**src/dssfd_pkg.sv**
```systemverilog
// Shared types and constants for the decimal seven-segment frame driver.
// Self-contained; used by the top level.
`default_nettype none

package dssfd_pkg;

	// Configuration register indexes
	localparam int unsigned CFG_INDEX_W = 2;
	localparam int unsigned CFG_DATA_W  = 3;

	typedef enum logic [CFG_INDEX_W-1:0] {
		REG_FIRST_DIGIT  = 2'd0,
		REG_LAST_DIGIT   = 2'd1,
		REG_POINT_OFFSET = 2'd2,
		REG_POINT_ENABLE = 2'd3
	} cfg_reg_t;

	// Register reset values
	localparam logic [2:0] FIRST_DIGIT_RST  = 3'd0;
	localparam logic [2:0] LAST_DIGIT_RST   = 3'd7;
	localparam logic [2:0] POINT_OFFSET_RST = 3'd0;

	// Reciprocal of ten: q = (x * RECIP10) >> RECIP10_SHIFT, exact for 32-bit x
	localparam logic [31:0] RECIP10       = 32'hCCCC_CCCD;
	localparam int unsigned RECIP10_SHIFT = 35;

	localparam logic [7:0] SEG_POINT = 8'h80;

	// One frame token between the sequencer and the digit stage
	typedef struct packed {
		logic [3:0] rem_lo;   // low bits of the value being split
		logic [3:0] quo_lo;   // low bits of its quotient by ten
		logic [2:0] pos;
		logic       point;
		logic       last;
	} frame_tok_t;

	// Seven-segment pattern for a decimal digit, segments a..g in bits 0..6
	function automatic logic [7:0] seg_pattern(input logic [3:0] digit);
		logic [7:0] seg;
		case (digit)
			4'd0:    seg = 8'h3f;
			4'd1:    seg = 8'h06;
			4'd2:    seg = 8'h5b;
			4'd3:    seg = 8'h4f;
			4'd4:    seg = 8'h66;
			4'd5:    seg = 8'h6d;
			4'd6:    seg = 8'h7d;
			4'd7:    seg = 8'h07;
			4'd8:    seg = 8'h7f;
			4'd9:    seg = 8'h6f;
			default: seg = 8'h00;
		endcase
		return seg;
	endfunction

endpackage

`default_nettype wire

```
**src/decimal_seven_segment_frame_driver.sv**
```systemverilog
// Top level of the decimal seven-segment frame driver: config registers,
// digit sequencer and frame pipeline. Depends on dssfd_pkg.
//
//   channel  dir   handshake              payload
//   input    in    in_valid / in_ready    value
//   output   out   out_valid / out_ready  digit_select, segments, position, last
//   config   in    cfg_we                 cfg_index, cfg_data
//
// One value gives last_digit - first_digit + 1 frames, one per cycle unless
// out_ready stalls; the digit sequencer does one multiply by the reciprocal
// of ten per frame. A new value is taken in the cycle the previous value's
// last frame leaves the sequencer.
// Frames then pass two more register stages.
// Reset clears all valid bits and the config registers to their defaults.
// A stall on out_ready backs up through the stages; nothing is lost or repeated.
// An empty range (first_digit > last_digit) takes the value and gives no frame.
`default_nettype none

module decimal_seven_segment_frame_driver #(
	parameter int unsigned NUM_DIGITS  = 8,
	parameter int unsigned VALUE_WIDTH = 32
) (
	input  wire logic                               clk,
	input  wire logic                               arst_n,
	// config write port
	input  wire logic                               cfg_we,
	input  wire logic [dssfd_pkg::CFG_INDEX_W-1:0]  cfg_index,
	input  wire logic [dssfd_pkg::CFG_DATA_W-1:0]   cfg_data,
	// input channel
	input  wire logic                               in_valid,
	output logic                                    in_ready,
	input  wire logic [VALUE_WIDTH-1:0]             value,
	// output channel
	output logic                                    out_valid,
	input  wire logic                               out_ready,
	output logic [7:0]                              digit_select,
	output logic [7:0]                              segments,
	output logic [2:0]                              position,
	output logic                                    last
);

	localparam logic [2:0] TOP_POS = 3'(NUM_DIGITS - 1);
	localparam int unsigned PROD_W = VALUE_WIDTH + 32;

	// Config registers
	logic [2:0] first_digit_q;
	logic [2:0] last_digit_q;
	logic [2:0] point_offset_q;
	logic       point_enable_q;

	always_ff @(posedge clk or negedge arst_n) begin
		if (!arst_n) begin
			first_digit_q  <= dssfd_pkg::FIRST_DIGIT_RST;
			last_digit_q   <= dssfd_pkg::LAST_DIGIT_RST;
			point_offset_q <= dssfd_pkg::POINT_OFFSET_RST;
			point_enable_q <= 1'b0;
		end else if (cfg_we) begin
			unique case (dssfd_pkg::cfg_reg_t'(cfg_index))
				dssfd_pkg::REG_FIRST_DIGIT:  first_digit_q  <= cfg_data;
				dssfd_pkg::REG_LAST_DIGIT:   last_digit_q   <= cfg_data;
				dssfd_pkg::REG_POINT_OFFSET: point_offset_q <= cfg_data;
				dssfd_pkg::REG_POINT_ENABLE: point_enable_q <= cfg_data[0];
				default: ;
			endcase
		end
	end

	// Clamped range and point position
	logic [2:0] lo_pos, hi_pos, point_pos;
	logic       has_point, empty_range;

	always_comb begin
		lo_pos      = (first_digit_q > TOP_POS) ? TOP_POS : first_digit_q;
		hi_pos      = (last_digit_q > TOP_POS) ? TOP_POS : last_digit_q;
		has_point   = point_enable_q && (point_offset_q <= hi_pos);
		point_pos   = hi_pos - point_offset_q;
		empty_range = lo_pos > hi_pos;
	end

	// Stage handshakes
	logic                   valid_s1, valid_s2, valid_s3;
	logic                   ready_s2, ready_s3;
	logic                   adv_s1, last_s1;
	logic [VALUE_WIDTH-1:0] rem_s1;
	logic [2:0]             pos_s1;

	assign ready_s3 = !valid_s3 || out_ready;
	assign ready_s2 = !valid_s2 || ready_s3;
	assign adv_s1   = valid_s1 && ready_s2;
	assign last_s1  = pos_s1 == lo_pos;
	assign in_ready = !valid_s1 || (adv_s1 && last_s1);

	// Stage 1: digit sequencer, one division by ten per frame
	logic [PROD_W-1:0]      prod;
	logic [VALUE_WIDTH-1:0] quo;

	always_comb begin
		prod = PROD_W'(rem_s1) * PROD_W'(dssfd_pkg::RECIP10);
		quo  = VALUE_WIDTH'(prod >> dssfd_pkg::RECIP10_SHIFT);
	end

	always_ff @(posedge clk or negedge arst_n) begin
		if (!arst_n) begin
			valid_s1 <= 1'b0;
		end else if (in_valid && in_ready) begin
			valid_s1 <= !empty_range;
		end else if (adv_s1 && last_s1) begin
			valid_s1 <= 1'b0;
		end
	end

	always_ff @(posedge clk) begin
		if (in_valid && in_ready) begin
			rem_s1 <= value;
			pos_s1 <= hi_pos;
		end else if (adv_s1) begin
			rem_s1 <= quo;
			pos_s1 <= pos_s1 - 3'd1;
		end
	end

	// Stage 2: frame token
	dssfd_pkg::frame_tok_t tok_s2;

	always_ff @(posedge clk or negedge arst_n) begin
		if (!arst_n) begin
			valid_s2 <= 1'b0;
		end else if (ready_s2) begin
			valid_s2 <= adv_s1;
		end
	end

	always_ff @(posedge clk) begin
		if (adv_s1) begin
			tok_s2.rem_lo <= rem_s1[3:0];
			tok_s2.quo_lo <= quo[3:0];
			tok_s2.pos    <= pos_s1;
			tok_s2.point  <= has_point && (pos_s1 == point_pos);
			tok_s2.last   <= last_s1;
		end
	end

	// Stage 3: digit, segment lookup and select byte
	logic [3:0] digit_s2;
	logic [7:0] seg_s2;
	logic [7:0] digit_select_s3, segments_s3;
	logic [2:0] position_s3;
	logic       last_s3;

	always_comb begin
		// remainder is below ten, so four low bits are enough
		digit_s2 = tok_s2.rem_lo - 4'(tok_s2.quo_lo * 4'd10);
		seg_s2   = dssfd_pkg::seg_pattern(digit_s2);
		if (tok_s2.point) begin
			seg_s2 = seg_s2 | dssfd_pkg::SEG_POINT;
		end
	end

	always_ff @(posedge clk or negedge arst_n) begin
		if (!arst_n) begin
			valid_s3 <= 1'b0;
		end else if (ready_s3) begin
			valid_s3 <= valid_s2;
		end
	end

	always_ff @(posedge clk) begin
		if (valid_s2 && ready_s3) begin
			digit_select_s3 <= ~(8'd1 << tok_s2.pos);
			segments_s3     <= seg_s2;
			position_s3     <= tok_s2.pos;
			last_s3         <= tok_s2.last;
		end
	end

	assign out_valid    = valid_s3;
	assign digit_select = digit_select_s3;
	assign segments     = segments_s3;
	assign position     = position_s3;
	assign last         = last_s3;

endmodule

`default_nettype wire

```
**config.mk**
```make
export PLATFORM = sky130hd
export DESIGN_NAME = decimal_seven_segment_frame_driver
export DESIGN_NICKNAME = d
export VERILOG_FILES = /design/src/dssfd_pkg.sv /design/src/decimal_seven_segment_frame_driver.sv
export SDC_FILE = /design/constraint.sdc
export NUM_CORES = 1
export LEC_CHECK = 0
export ABC_AREA = 1
export BUFFER_PORTS_ARGS = -buffer_cell sky130_fd_sc_hd__buf_2
export CELL_PAD_IN_SITES_DETAIL_PLACEMENT = 2
export CELL_PAD_IN_SITES_GLOBAL_PLACEMENT = 2
export CORE_MARGIN = 4
export CORE_UTILIZATION = 41
export DETAILED_ROUTE_END_ITERATION = 7
export MAX_ROUTING_LAYER = met4
export PLACE_DENSITY = 0.85
export SLEW_MARGIN = 20
export SYNTH_ARGS = -nofsm -noshare
export SYNTH_HDL_FRONTEND = slang
export SYNTH_SLANG_ARGS = --single-unit
```
**constraint.sdc**
```tcl
create_clock -name clk -period 7.08 [get_ports clk]
set_clock_uncertainty 0.15 [all_clocks]
set_input_delay 1.062 -clock clk [delete_from_list [all_inputs] [get_ports clk]]
set_output_delay 1.062 -clock clk [all_outputs]
set_load 0.02 [all_outputs]
```
==> results of run 1 <==
-- timing repair --
| item | in CTS |
|---|---|
| buffers inserted | 38 |
| gates cloned | 0 |
| pin swaps | 36 |
| resized for setup | 143 |
| setup endpoints to repair | 32 |
-- synth_stat cells, drive strengths merged (11+ instances only) --
master / count / area (um^2)
o21bai: 11 / 82.58
o21ai: 56 / 284.0
xnor2: 19 / 166.4
xor2: 35 / 306.5
a21oi: 77 / 389.1
nand4: 13 / 81.33
fa: 389 / 7787
nand2: 499 / 1908
nand3: 89 / 445.4
ha: 360 / 4504
inv: 805 / 3022
nor2: 137 / 576.8
nor3: 18 / 152.7
edfxtp: 67 / 2012
-- metal layers --
layer	overflow	track usage, %
met1	0	67.79
met2	2	88.71
met3	0	49.14
met4	5	71.56
met5	-	-
-- cells by family after synthesis --
family                     synth area share, %
adders and majority gates                54.83
and+or+nand+nor                          14.87
xor gates and xnor gates                 2.110
buffers and inverters                    13.81
AOI/OAI and AO/OA                        3.935
DFF                                      10.44
-- per-stage QoR --
step | hold slack [ns] | util [%]
CTS | 0.3106 | 48.52
detailed placement | 0.2966 | 46.34
global placement | 0.2529 | 46.34
floorplan | 0.2503 | -
==> summary.md, run 1 <==
| Metric | Value |
|---|---|
| Number of antenna violations at the first check in global routing | 17 |
| TritonCTS buffer count | 9 |
| Synth cell types | 43 |
| First Err | [ERROR GRT-0232] Routing congestion too high. Check the congestion heatmap in the GUI. |
| Outcome | did not finish |
| Deepest level of the CTS H-tree | 3 |
| Post-CTS Hold Fix Bufs | 0 |
| Primary FF master, synth | edfxtp_1 |
| CTS Root Buffer Type | clkbuf_16 |
| #FFs+latches synth | 80 |
| Overall track demand over capacity in global routing | 70.33% |
| Boundary pin count | 64 |
| GPL Wtd Cong | 1.027 |
| Initial cell density of the core | 41.49% |
| EDFF count, synth | 67 |
| Die Height | 241.8 um |
| Number of cells in the design after placement | 3584 |
| Worst setup slack before clock tree synthesis | -0.8201 ns |
| Width of the die | 241.8 um |
| Type of the worst endpoint after the last repair | sequential cell input |
| Placement Rows | 85 |
| Synthesized Nets | 3432 |
| Clk sink count | 80 |
| Port-buffer cells | 63 |
| Last step reached | global routing |
| Mean Syn Cell Area | 8.488 um^2 |
| Async S/R FF share, synth | 16.25% |
| Count of yosys warnings during synthesis | 0 |
| Count of mapped cells out of synthesis | 2641 |
| Seq/Total Area, Yosys | 10.44% |
| Synthesized area | 22420 um^2 |
| Final HPWL DP | 103700 um |
| Largest buffer count on any clock path | 2 |
| Last worst endpoint in the global-route repair_timing | rem_s1[22]$_DFFE_PP_/D |
| Residual overflow from global routing | 7 |
| Instance area at placement | 25040 um^2 |
| Maximum number of pins on one net before global-route repair | 38 |
==> run 2: changes to the inputs <==
--- a/config.mk
+++ b/config.mk
@@ -7,13 +7,10 @@
 export LEC_CHECK = 0
 export ABC_AREA = 1
 export BUFFER_PORTS_ARGS = -buffer_cell sky130_fd_sc_hd__buf_2
-export CELL_PAD_IN_SITES_DETAIL_PLACEMENT = 2
-export CELL_PAD_IN_SITES_GLOBAL_PLACEMENT = 2
 export CORE_MARGIN = 4
-export CORE_UTILIZATION = 41
+export CORE_UTILIZATION = 35
 export DETAILED_ROUTE_END_ITERATION = 7
-export MAX_ROUTING_LAYER = met4
-export PLACE_DENSITY = 0.85
+export PLACE_DENSITY_LB_ADDON = 0.15
 export SLEW_MARGIN = 20
 export SYNTH_ARGS = -nofsm -noshare
 export SYNTH_HDL_FRONTEND = slang
==> summary.md, run 2 <==
| Metric | Value |
|---|---|
| Max reg flops | 32 |
| Crit-path leading delay family | adder cells |
| Most prevalent standard cell on the critical path | fa_1 |
| Post-DRT Antenna Nets | 0 |
| CP Capture Type | flop |
| Fraction of synthesized cell area taken by the top area cell type | 34.74% (unchanged) |
| Setup slack on the worst flop-to-flop path | 0.16 ns |
| Routed wire length per instance | 20.81 um |
| TritonCTS clock tree | yes |
| Mean number of vias per cell | 4.712 |
| Worst r2r path cells | 23 |
| Data arrival time of the critical path | 6.90 ns |
| Biggest regs | rem_s1 (32), tok_s2 (12) |
| #FFs+latches synth | 80 (unchanged) |
| Post-CTS Hold Fix Bufs | 0 (unchanged) |
| Number of hold-slack violations in the final timing report | 0 |
| Worst min-delay path category | flop to flop |
| Required time at the worst-slack endpoint | 7.06 ns |
| Synthesized Nets | 3432 (unchanged) |
| Placement Rows | 92 (+8.2%) |
| Die Area | 68160 um^2 |
| Number of antenna violations at the first check in global routing | 3 |
| Count of mapped cells out of synthesis | 2641 (unchanged) |
| CTS Root Buffer Type | clkbuf_16 |
| Aggregate routed wire length | 79000 um |
| Count of non-filler cells in the finished layout | 3796 |
| Worst Hold End | segments[7] |
| Number of max-cap violations | 0 |
| Final #Nets | 3736 |
| Vias in the first global route | 19320 |
| Post-synthesis cell type with the largest combined area | fa_1 |
| Commonest non-fill, non-tap cell in the layout | inv_1 |
| Start-to-end type of the worst setup path | flop to flop |
| Mean Syn Cell Area | 8.488 um^2 (unchanged) |
| Post-Route Utilization | 41.57% |
| EDFF count, synth | 67 (unchanged) |
| Maximum frequency from static timing analysis | 0.1445 GHz |
| Number of DRC violations after detailed routing | 0 |
| Worst path buffer plus inverter count | 4 |
| Critical Path Source Type | flop |
| Core Footprint | 63200 um^2 |
| Most repeated cell in the gate-level netlist after synthesis | inv_1 |
| Maximum net fanout on the critical path | 5 |
| Clock transition time at the flip-flop clock pins of the worst setup and hold paths | 0.10 ns |
| Max_slew headroom | 51.51% |
| Clk sink count | 80 (unchanged) |
| Setup crit start | rem_s1[8] |
| Fraction of the cycle the final worst path needs | 97.75% |
| Boundary pin count | 64 (unchanged) |
| Number of max-slew violations in the final report | 0 |
| Setup violation total in the final timing report | 0 |
| Aggregate negative setup slack | 0 ns |
| TritonCTS buffer count | 9 (unchanged) |
| Slowest CP cell | fa_1 |
| First-pass iteration count of the detailed router | 5 |
| Number of DRC violations after detailed-routing iteration 0 | 1134 |
| Number of antenna repair diodes | 0 |
| Primary FF master, synth | edfxtp_1 |
| Fraction of layout cells with a size suffix above 1 | 15.05% |
| Width of the die | 261.1 um (+8.0%) |
| Count of yosys warnings during synthesis | 0 (unchanged) |
| Deepest level of the CTS H-tree | 3 (unchanged) |
| Biggest cell delay along the critical path | 0.63 ns |
| Clock period minus worst slack | 6.921 ns |
| Commonest cells after routing, fill and taps aside | inv_1, nand2_1, fa_1 |
| Synth cell types | 43 (unchanged) |
| Minimum hold slack | 0.2928 ns |
| Initial cell density of the core | 35.47% (-6.0 points) |
| Outcome | finished clean |
| Largest register by flop count | rem_s1 |
| Synthesized area | 22420 um^2 (unchanged) |
| Top cells by instance count after synthesis | inv_1, nand2_1, fa_1 |
| GPL Wtd Cong | 0.9766 (-4.9%) |
| Measured slew at the worst slew-check pin | 0.7274 ns |
| Startpoint of the worst hold path | tok_s2[1] |
| Cell types with the largest area share after synthesis | fa_1, ha_1, inv_1 |
| Global-route wire length before repair | 118900 um |
| Largest buffer count on any clock path | 2 (unchanged) |
| Number of cells in the design after placement | 3750 (+4.6%) |
| Residual overflow from global routing | 0 |
| Port-buffer cells | 63 (unchanged) |
| Signed area change from the synthesized netlist to the final layout | 17.19% |
| Reg-to-Reg End | rem_s1[10] |
| Async S/R FF share, synth | 16.25% (unchanged) |
| Overall track demand over capacity in global routing | 23.75% |
| Worst-path cell chain | ha_2, xnor2_1, inv_1, ha_1, or2_2, fa_1, fa_1, fa_1, fa_1, fa_1, ha_1, ha_1, a21oi_1, o21ai_0, nand2_1, nand2_1, buf_4, inv_1, nand2_1, inv_1, nand4_1, nand3_1, nand2_1 |
| Maximum number of pins on one net before global-route repair | 38 |
| Seq/Total Area, Yosys | 10.44% (unchanged) |
| Die Height | 261.1 um (+8.0%) |
| Cells on Worst Hold Path | 0 |
| Clock latency on the worst-skew pair | 0.38 ns |
| Unrepaired setup endpoints after global routing | true |
| Launch instance of the worst register-to-register path | rem_s1[8] |
| Vias | 17890 |
| Final HPWL DP | 71760 um (-31%) |
run 2: cell counts after synthesis:
No cell type changed its count.
run 2: timing repair:
| item | 4_1_cts | 5_1_grt |
|---|---|---|
| pin swaps | 0 | 4 |
| gates resized for setup | 12 | 65 |
| gates cloned | 0 | 0 |
| buffers inserted | 11 | 19 |
| setup endpoints to repair | 31 | 27 |
run 2: per-layer routing:
metal  vias up  GRT usage (%)  wire length [um]
met5         -              0                13
met4         2          7.964              2984
met3       112          5.251              5729
met2       532          38.45             36330
met1      8749          31.70             33950
li1       8491              -                 -
run 2: cells by family after synthesis:
logic type | Yosys count | synth area share, %
and+or+nand+nor | 777 | 14.87
buffers and inverters | 820 | 13.81
adders and majority gates | 749 | 54.83
xor gates and xnor gates | 54 | 2.110
DFF | 80 | 10.44
AOI/OAI and AO/OA | 161 | 3.935
run 2: layout make-up:
cell class	count	area [um^2]
clock buffer	10	250.2
clock inverter	6	55.05
fill	6405	36930
inverter	805	3029
multi-input combinational	1741	17310
sequential	80	2341
tap	846	1059
timing repair buffer	308	2225
run 2: per-stage QoR:
stage          setup slack (ns)  instance area (um^2)
2_1_floorplan            0.9215                 22420
3_3_place_gp            -0.5537                 25400
3_5_place_dp            -0.5659                 25400
4_1_cts                 0.01678                 25830
5_1_grt                -0.02762                 26270
6_report                 0.1593                 26270
run 2: worst max-delay path by stage:
stage            endpoint  slack (ns)  cells past startpoint
2_1_floorplan  rem_s1[17]        0.92                     26
3_3_place_gp   rem_s1[20]       -0.55                     24
3_5_place_dp   rem_s1[20]       -0.57                     24
4_1_cts        rem_s1[16]        0.02                     22
5_1_grt        rem_s1[21]       -0.03                     30
6_report       rem_s1[10]        0.16                     23
Power of run 2 is not shown: default switching activity piles up to over one toggle a cycle in this logic, so the estimate is an artifact.
==> run 3: changes to the inputs <==
--- a/config.mk
+++ b/config.mk
@@ -7,6 +7,8 @@
 export LEC_CHECK = 0
 export ABC_AREA = 1
 export BUFFER_PORTS_ARGS = -buffer_cell sky130_fd_sc_hd__buf_2
+export CELL_PAD_IN_SITES_DETAIL_PLACEMENT = 0
+export CELL_PAD_IN_SITES_GLOBAL_PLACEMENT = 1
 export CORE_MARGIN = 4
 export CORE_UTILIZATION = 35
 export DETAILED_ROUTE_END_ITERATION = 7
==> summary.md, run 3 (synthesis results as in run 2) <==
| Metric | Value |
|---|---|
| Outcome | finished clean |
| Global-route wire length before repair | 123600 um (+4.0%) |
| Final HPWL DP | 74320 um (+3.6%) |
| Maximum net fanout on the critical path | 6 (+1) |
| Met2 GRT Util | 40.70% (+2.3 points) |
| Met3 demand-to-capacity share in global routing | 3.626% (-1.6 points) |
| Required time at the worst-slack endpoint | 7.08 ns (+0.02 ns) |
| Post-DRT Antenna Nets | 0 (unchanged) |
| Commonest cells after routing, fill and taps aside | inv_1, nand2_1, fa_1 |
| Largest register by flop count | rem_s1 |
| Data arrival time of the critical path | 6.88 ns (-0.02 ns) |
| Routed wire length per instance | 21.51 um (+3.3%) |
| Deepest level of the CTS H-tree | 3 (unchanged) |
| Clock transition time at the flip-flop clock pins of the worst setup and hold paths | 0.11 ns (about the same) |
| Fraction of the cycle the final worst path needs | 97.19% (-0.56 points) |
| Biggest regs | rem_s1 (32), tok_s2 (12) |
| Placement Rows | 92 (unchanged) |
| Busiest layer in global routing | met2 |
| Maximum number of pins on one net before global-route repair | 38 (unchanged) |
| Number of max-cap violations | 0 (unchanged) |
| Measured slew at the worst slew-check pin | 0.7000 ns (-0.02734 ns) |
| Final #Nets | 3754 (+0.48%) |
| Start-to-end type of the worst setup path | flop to flop |
| Residual overflow from global routing | 0 (unchanged) |
| Number of hold-slack violations in the final timing report | 0 (unchanged) |
| Die Area | 68160 um^2 (unchanged) |
| Number of DRC violations after detailed routing | 0 (unchanged) |
| Clk sink count | 80 (unchanged) |
| Fraction of layout cells with a size suffix above 1 | 16.31% (+1.3 points) |
| Maximum frequency from static timing analysis | 0.1453 GHz (+0.58%) |
| Number of fillers in the final layout | 6476 (+1.1%) |
| Max reg flops | 32 (unchanged) |
| Critical Path Source Type | flop |
| Unrepaired setup endpoints after global routing | true |
| Aggregate routed wire length | 82060 um (+3.9%) |
| Port-buffer cells | 63 (unchanged) |
| TritonCTS clock tree | yes |
| Core Footprint | 63200 um^2 (unchanged) |
| Number of DRC violations after detailed-routing iteration 0 | 1035 (-8.7%) |
| TritonCTS buffer count | 9 (unchanged) |
| Vias in the first global route | 19540 (+1.1%) |
| Vias | 17780 (-0.58%) |
| CP Capture Type | flop |
| Die Height | 261.1 um (unchanged) |
| Overall track demand over capacity in global routing | 24.68% (+0.94 points) |
| Seq. cell area | 2341 um^2 (unchanged) |
| Setup violation total in the final timing report | 0 (unchanged) |
| Worst setup slack before clock tree synthesis | -0.4526 ns (+0.1133 ns) |
| Clock period minus worst slack | 6.881 ns (-0.03990 ns) |
| Number of antenna violations at the first check in global routing | 1 (-2) |
| Largest buffer count on any clock path | 2 (unchanged) |
| Minimum hold slack | 0.2766 ns (-0.01626 ns) |
| Post-CTS Hold Fix Bufs | 0 (unchanged) |
| Met1 routing resource usage after global routing | 35.15% (+3.5 points) |
| Signed area change from the synthesized netlist to the final layout | 18.31% |
| CTS Root Buffer Type | clkbuf_16 |
| Mean number of vias per cell | 4.661 (-1.1%) |
| First-pass iteration count of the detailed router | 5 (unchanged) |
| Initial cell density of the core | 35.47% (unchanged) |
| Boundary pin count | 64 (unchanged) |
| Clock latency on the worst-skew pair | 0.39 ns (about the same) |
| Final worst slack | 0.1992 ns (+0.03990 ns) |
| Max_slew headroom | 53.33% (+1.8 points) |
| Width of the die | 261.1 um (unchanged) |
| Worst min-delay path category | flop to flop |
| Commonest non-fill, non-tap cell in the layout | inv_1 |
| Number of max-slew violations in the final report | 0 (unchanged) |
| Area of the multi-input gates | 17430 um^2 (+0.67%) |
| GPL Wtd Cong | 0.9645 (-1.2%) |
| Post-Route Utilization | 41.97% (+0.40 points) |
-- run 3: path summary, 6_finish.rpt --
path | from | to | slack [ns] | cells past startpoint
worst min register to register | tok_s2[1] | segments[7] | 0.28 | 0
worst min-delay path | tok_s2[1] | segments[7] | 0.28 | 0
max in group asynchronous | arst_n | last_digit_q[2] | 6.10 | 1
worst max-delay path | rem_s1[6] | rem_s1[22] | 0.20 | 23
min in group asynchronous | arst_n | out_valid | 0.41 | 1
worst max register to register | rem_s1[6] | rem_s1[22] | 0.20 | 23
-- run 3: what timing repair did --
item                                    in CTS  in global routing
endpoints found under the setup margin      21                 32
pin swaps                                    0                 19
resized for setup                           11                 93
setup buffers                               17                 14
-- run 3: critical path: stages (launching register included) --
cell and delay (ns):
edfxtp_1 0.61, ha_2 0.44, ha_1 0.24, or2_2 0.32, fa_2 0.59, fa_1 0.47, fa_1 0.64, fa_1 0.46
fa_1 0.50, inv_1 0.05, fa_1 0.48, inv_1 0.06, ha_4 0.28, nand2_2 0.10, buf_4 0.16, nor2_2 0.13
inv_1 0.10, buf_4 0.15, nor4_4 0.27, nand2_2 0.14, nand2_1 0.09, nand2_1 0.05, nand3_1 0.07, nand2_1 0.06
-- run 3: per-layer routing --
metal  routed length (um)  up-vias
li1                     -     8535
met1                38140     8750
met2                37870      432
met3                 4600       65
met4                 1445        0
met5                    0        -
-- run 3: area by class of cell --
type,instances,share of cell area (%)
Sequential cell,80,8.827
Multi-Input combinational cell,1741,65.71
Antenna cell,1,0.009436
Clock inverter,7,0.3208
Timing Repair Buffer,326,8.898
Tap cell,846,3.991
Inverter,805,11.39
Clock buffer,9,0.8492
-- run 3: metrics by stage --
step / setup TNS, ns / instances / cell area [um^2]
finish: 0 / 3815 / 26520
global route: -0.03142 / 3814 / 26520
CTS: 0 / 3800 / 25990
detailed placement: -1.541 / 3767 / 25540
global placement: -1.846 / 3767 / 25540
floorplan: 0 / 2641 / 22420
Power of run 3 is left out for the same reason.
==> run 4: changes to the inputs <==
--- a/config.mk
+++ b/config.mk
@@ -6,7 +6,7 @@
 export NUM_CORES = 1
 export LEC_CHECK = 0
 export ABC_AREA = 1
-export BUFFER_PORTS_ARGS = -buffer_cell sky130_fd_sc_hd__buf_2
+export BUFFER_PORTS_ARGS = -buffer_cell sky130_fd_sc_hd__buf_4
 export CELL_PAD_IN_SITES_DETAIL_PLACEMENT = 0
 export CELL_PAD_IN_SITES_GLOBAL_PLACEMENT = 1
 export CORE_MARGIN = 4
==> summary.md, run 4 (synthesis results as in run 2) <==
| Metric | Value |
|---|---|
| Number of max-cap violations | 0 (unchanged) |
| Mean number of vias per cell | 4.658 (about the same) |
| Initial cell density of the core | 35.47% (unchanged) |
| Core Footprint | 63200 um^2 (unchanged) |
| Final #Nets | 3760 (+0.16%) |
| Biggest regs | rem_s1 (32), tok_s2 (12) |
| Worst setup slack before clock tree synthesis | -0.4688 ns (-0.01621 ns) |
| Required time at the worst-slack endpoint | 7.08 ns (about the same) |
| Data arrival time of the critical path | 6.93 ns (+0.05 ns) |
| Number of hold-slack violations in the final timing report | 0 (unchanged) |
| Vias in the first global route | 19290 (-1.3%) |
| Start-to-end type of the worst setup path | flop to flop |
| Clock period minus worst slack | 6.927 ns (+0.04640 ns) |
| Number of DRC violations after detailed-routing iteration 0 | 1183 (+14%) |
| Crit-path leading delay family | adder cells |
| Vias | 17800 (+0.084%) |
| Overall track demand over capacity in global routing | 24.51% (-0.17 points) |
| Global-route wire length before repair | 121700 um (-1.6%) |
| Outcome | finished clean |
| Residual overflow from global routing | 0 (unchanged) |
| Commonest non-fill, non-tap cell in the layout | inv_1 |
| Maximum net fanout on the critical path | 5 (-1) |
| Commonest cells after routing, fill and taps aside | inv_1, nand2_1, fa_1 |
| Measured slew at the worst slew-check pin | 0.7322 ns (+0.03215 ns) |
| Port-buffer cells | 63 (unchanged) |
| Largest register by flop count | rem_s1 |
| Number of max-slew violations in the final report | 0 (unchanged) |
| Fraction of the cycle the final worst path needs | 97.84% (+0.66 points) |
| Maximum frequency from static timing analysis | 0.1444 GHz (-0.67%) |
| Critical Path Source Type | flop |
| TritonCTS clock tree | yes |
| Post-Route Utilization | 42.08% (+0.11 points) |
| Minimum hold slack | 0.2787 ns (+0.002164 ns) |
| Number of antenna violations at the first check in global routing | 2 (+1) |
| GPL Wtd Cong | 0.9523 (-1.3%) |
| CP Capture Type | flop |
| Count of non-filler cells in the finished layout | 3821 (+0.16%) |
| Worst min-delay path category | flop to flop |
| Largest buffer count on any clock path | 2 (unchanged) |
| Boundary pin count | 64 (unchanged) |
| Slowest CP cell | fa_2 |
| Number of cells in the design after placement | 3780 (+0.35%) |
| Aggregate routed wire length | 81700 um (-0.44%) |
| Fraction of layout cells with a size suffix above 1 | 15.80% (-0.50 points) |
| First-pass iteration count of the detailed router | 5 (unchanged) |
| Width of the die | 261.1 um (unchanged) |
| Routed wire length per instance | 21.38 um (-0.59%) |
| Biggest cell delay along the critical path | 0.59 ns (-0.05 ns) |
| Max_slew headroom | 51.19% (-2.1 points) |
| CTS Root Buffer Type | clkbuf_16 |
| Clk sink count | 80 (unchanged) |
| Maximum number of pins on one net before global-route repair | 38 (unchanged) |
| Worst path buffer plus inverter count | 3 (-2) |
| Deepest level of the CTS H-tree | 3 (unchanged) |
| Final worst slack | 0.1528 ns (-0.04640 ns) |
| Max reg flops | 32 (unchanged) |
| TritonCTS buffer count | 9 (unchanged) |
| Worst-path cell chain | ha_1, xnor2_2, inv_1, ha_1, or2_2, fa_1, fa_2, fa_1, fa_1, fa_1, ha_1, ha_1, a21oi_1, o21ai_1, buf_4, a21oi_1, nand2_1, inv_1, nand4_1, nand3_1, nand2_1 |
| Final HPWL DP | 74020 um (-0.40%) |
| Die Area | 68160 um^2 (unchanged) |
| Die Height | 261.1 um (unchanged) |
| Post-DRT Antenna Nets | 0 (unchanged) |
| Number of DRC violations after detailed routing | 0 (unchanged) |
| Clock transition time at the flip-flop clock pins of the worst setup and hold paths | 0.11 ns (about the same) |
| Signed area change from the synthesized netlist to the final layout | 18.63% |
| Placement Rows | 92 (unchanged) |
| Clock latency on the worst-skew pair | 0.41 ns (+0.02 ns) |
| Setup violation total in the final timing report | 0 (unchanged) |
==> run 4: cell types whose count changed in the layout (fill, tap and decap cells not counted), sizes merged <==
| cell | change |
|---|---|
| inv | -1 |
| clkinv | +1 |
| buf | +6 |
==> run 4: routing by layer <==
metal  GRT usage (%)  up-vias  share of wire, %
met1           33.44     8680                45
met4           6.392        0               2.6
met5               0        -                 0
met2           39.23      478                45
met3           6.063       88               7.2
li1                -     8551                 -
==> run 4: through the flow <==
| stage | area, um^2 | setup TNS, ns |
|---|---|---|
| 2_1_floorplan | 22420 | 0 |
| 3_3_place_gp | 25780 | -2.899 |
| 3_5_place_dp | 25780 | -1.810 |
| 4_1_cts | 26210 | 0 |
| 5_1_grt | 26590 | -0.01003 |
| 6_report | 26590 | 0 |
==> run 4: final cells by class <==
cell class | instances | area, um^2
repair buffers | 332 | 2546
flip-flops and latches | 80 | 2341
fillers | 6390 | 36600
clock inverters | 7 | 87.58
multi-input cells | 1741 | 17310
diodes | 1 | 2.502
inverters | 805 | 3022
clock buffers | 9 | 225.2
well taps | 846 | 1059
==> run 4: timing repair <==
action | CTS | global route
cloned | 0 | 0
pin swaps | 0 | 9
hold buffers | 0 | 0
buffers inserted | 12 | 12
gates resized for setup | 11 | 71
setup endpoints to repair | 19 | 27
==> run 4: path summary, 6_finish.rpt <==
kind / startpoint / end / slack [ns] / cells past startpoint
min reg2reg: tok_s2[0] / last / 0.28 / 0
max reg2reg: rem_s1[6] / rem_s1[11] / 0.15 / 21
min: tok_s2[0] / last / 0.28 / 0
max: rem_s1[6] / rem_s1[11] / 0.15 / 21
min in group asynchronous: arst_n / out_valid / 0.35 / 1
max in group asynchronous: arst_n / last_digit_q[2] / 6.20 / 1
Power of run 4 is left out for the same reason.
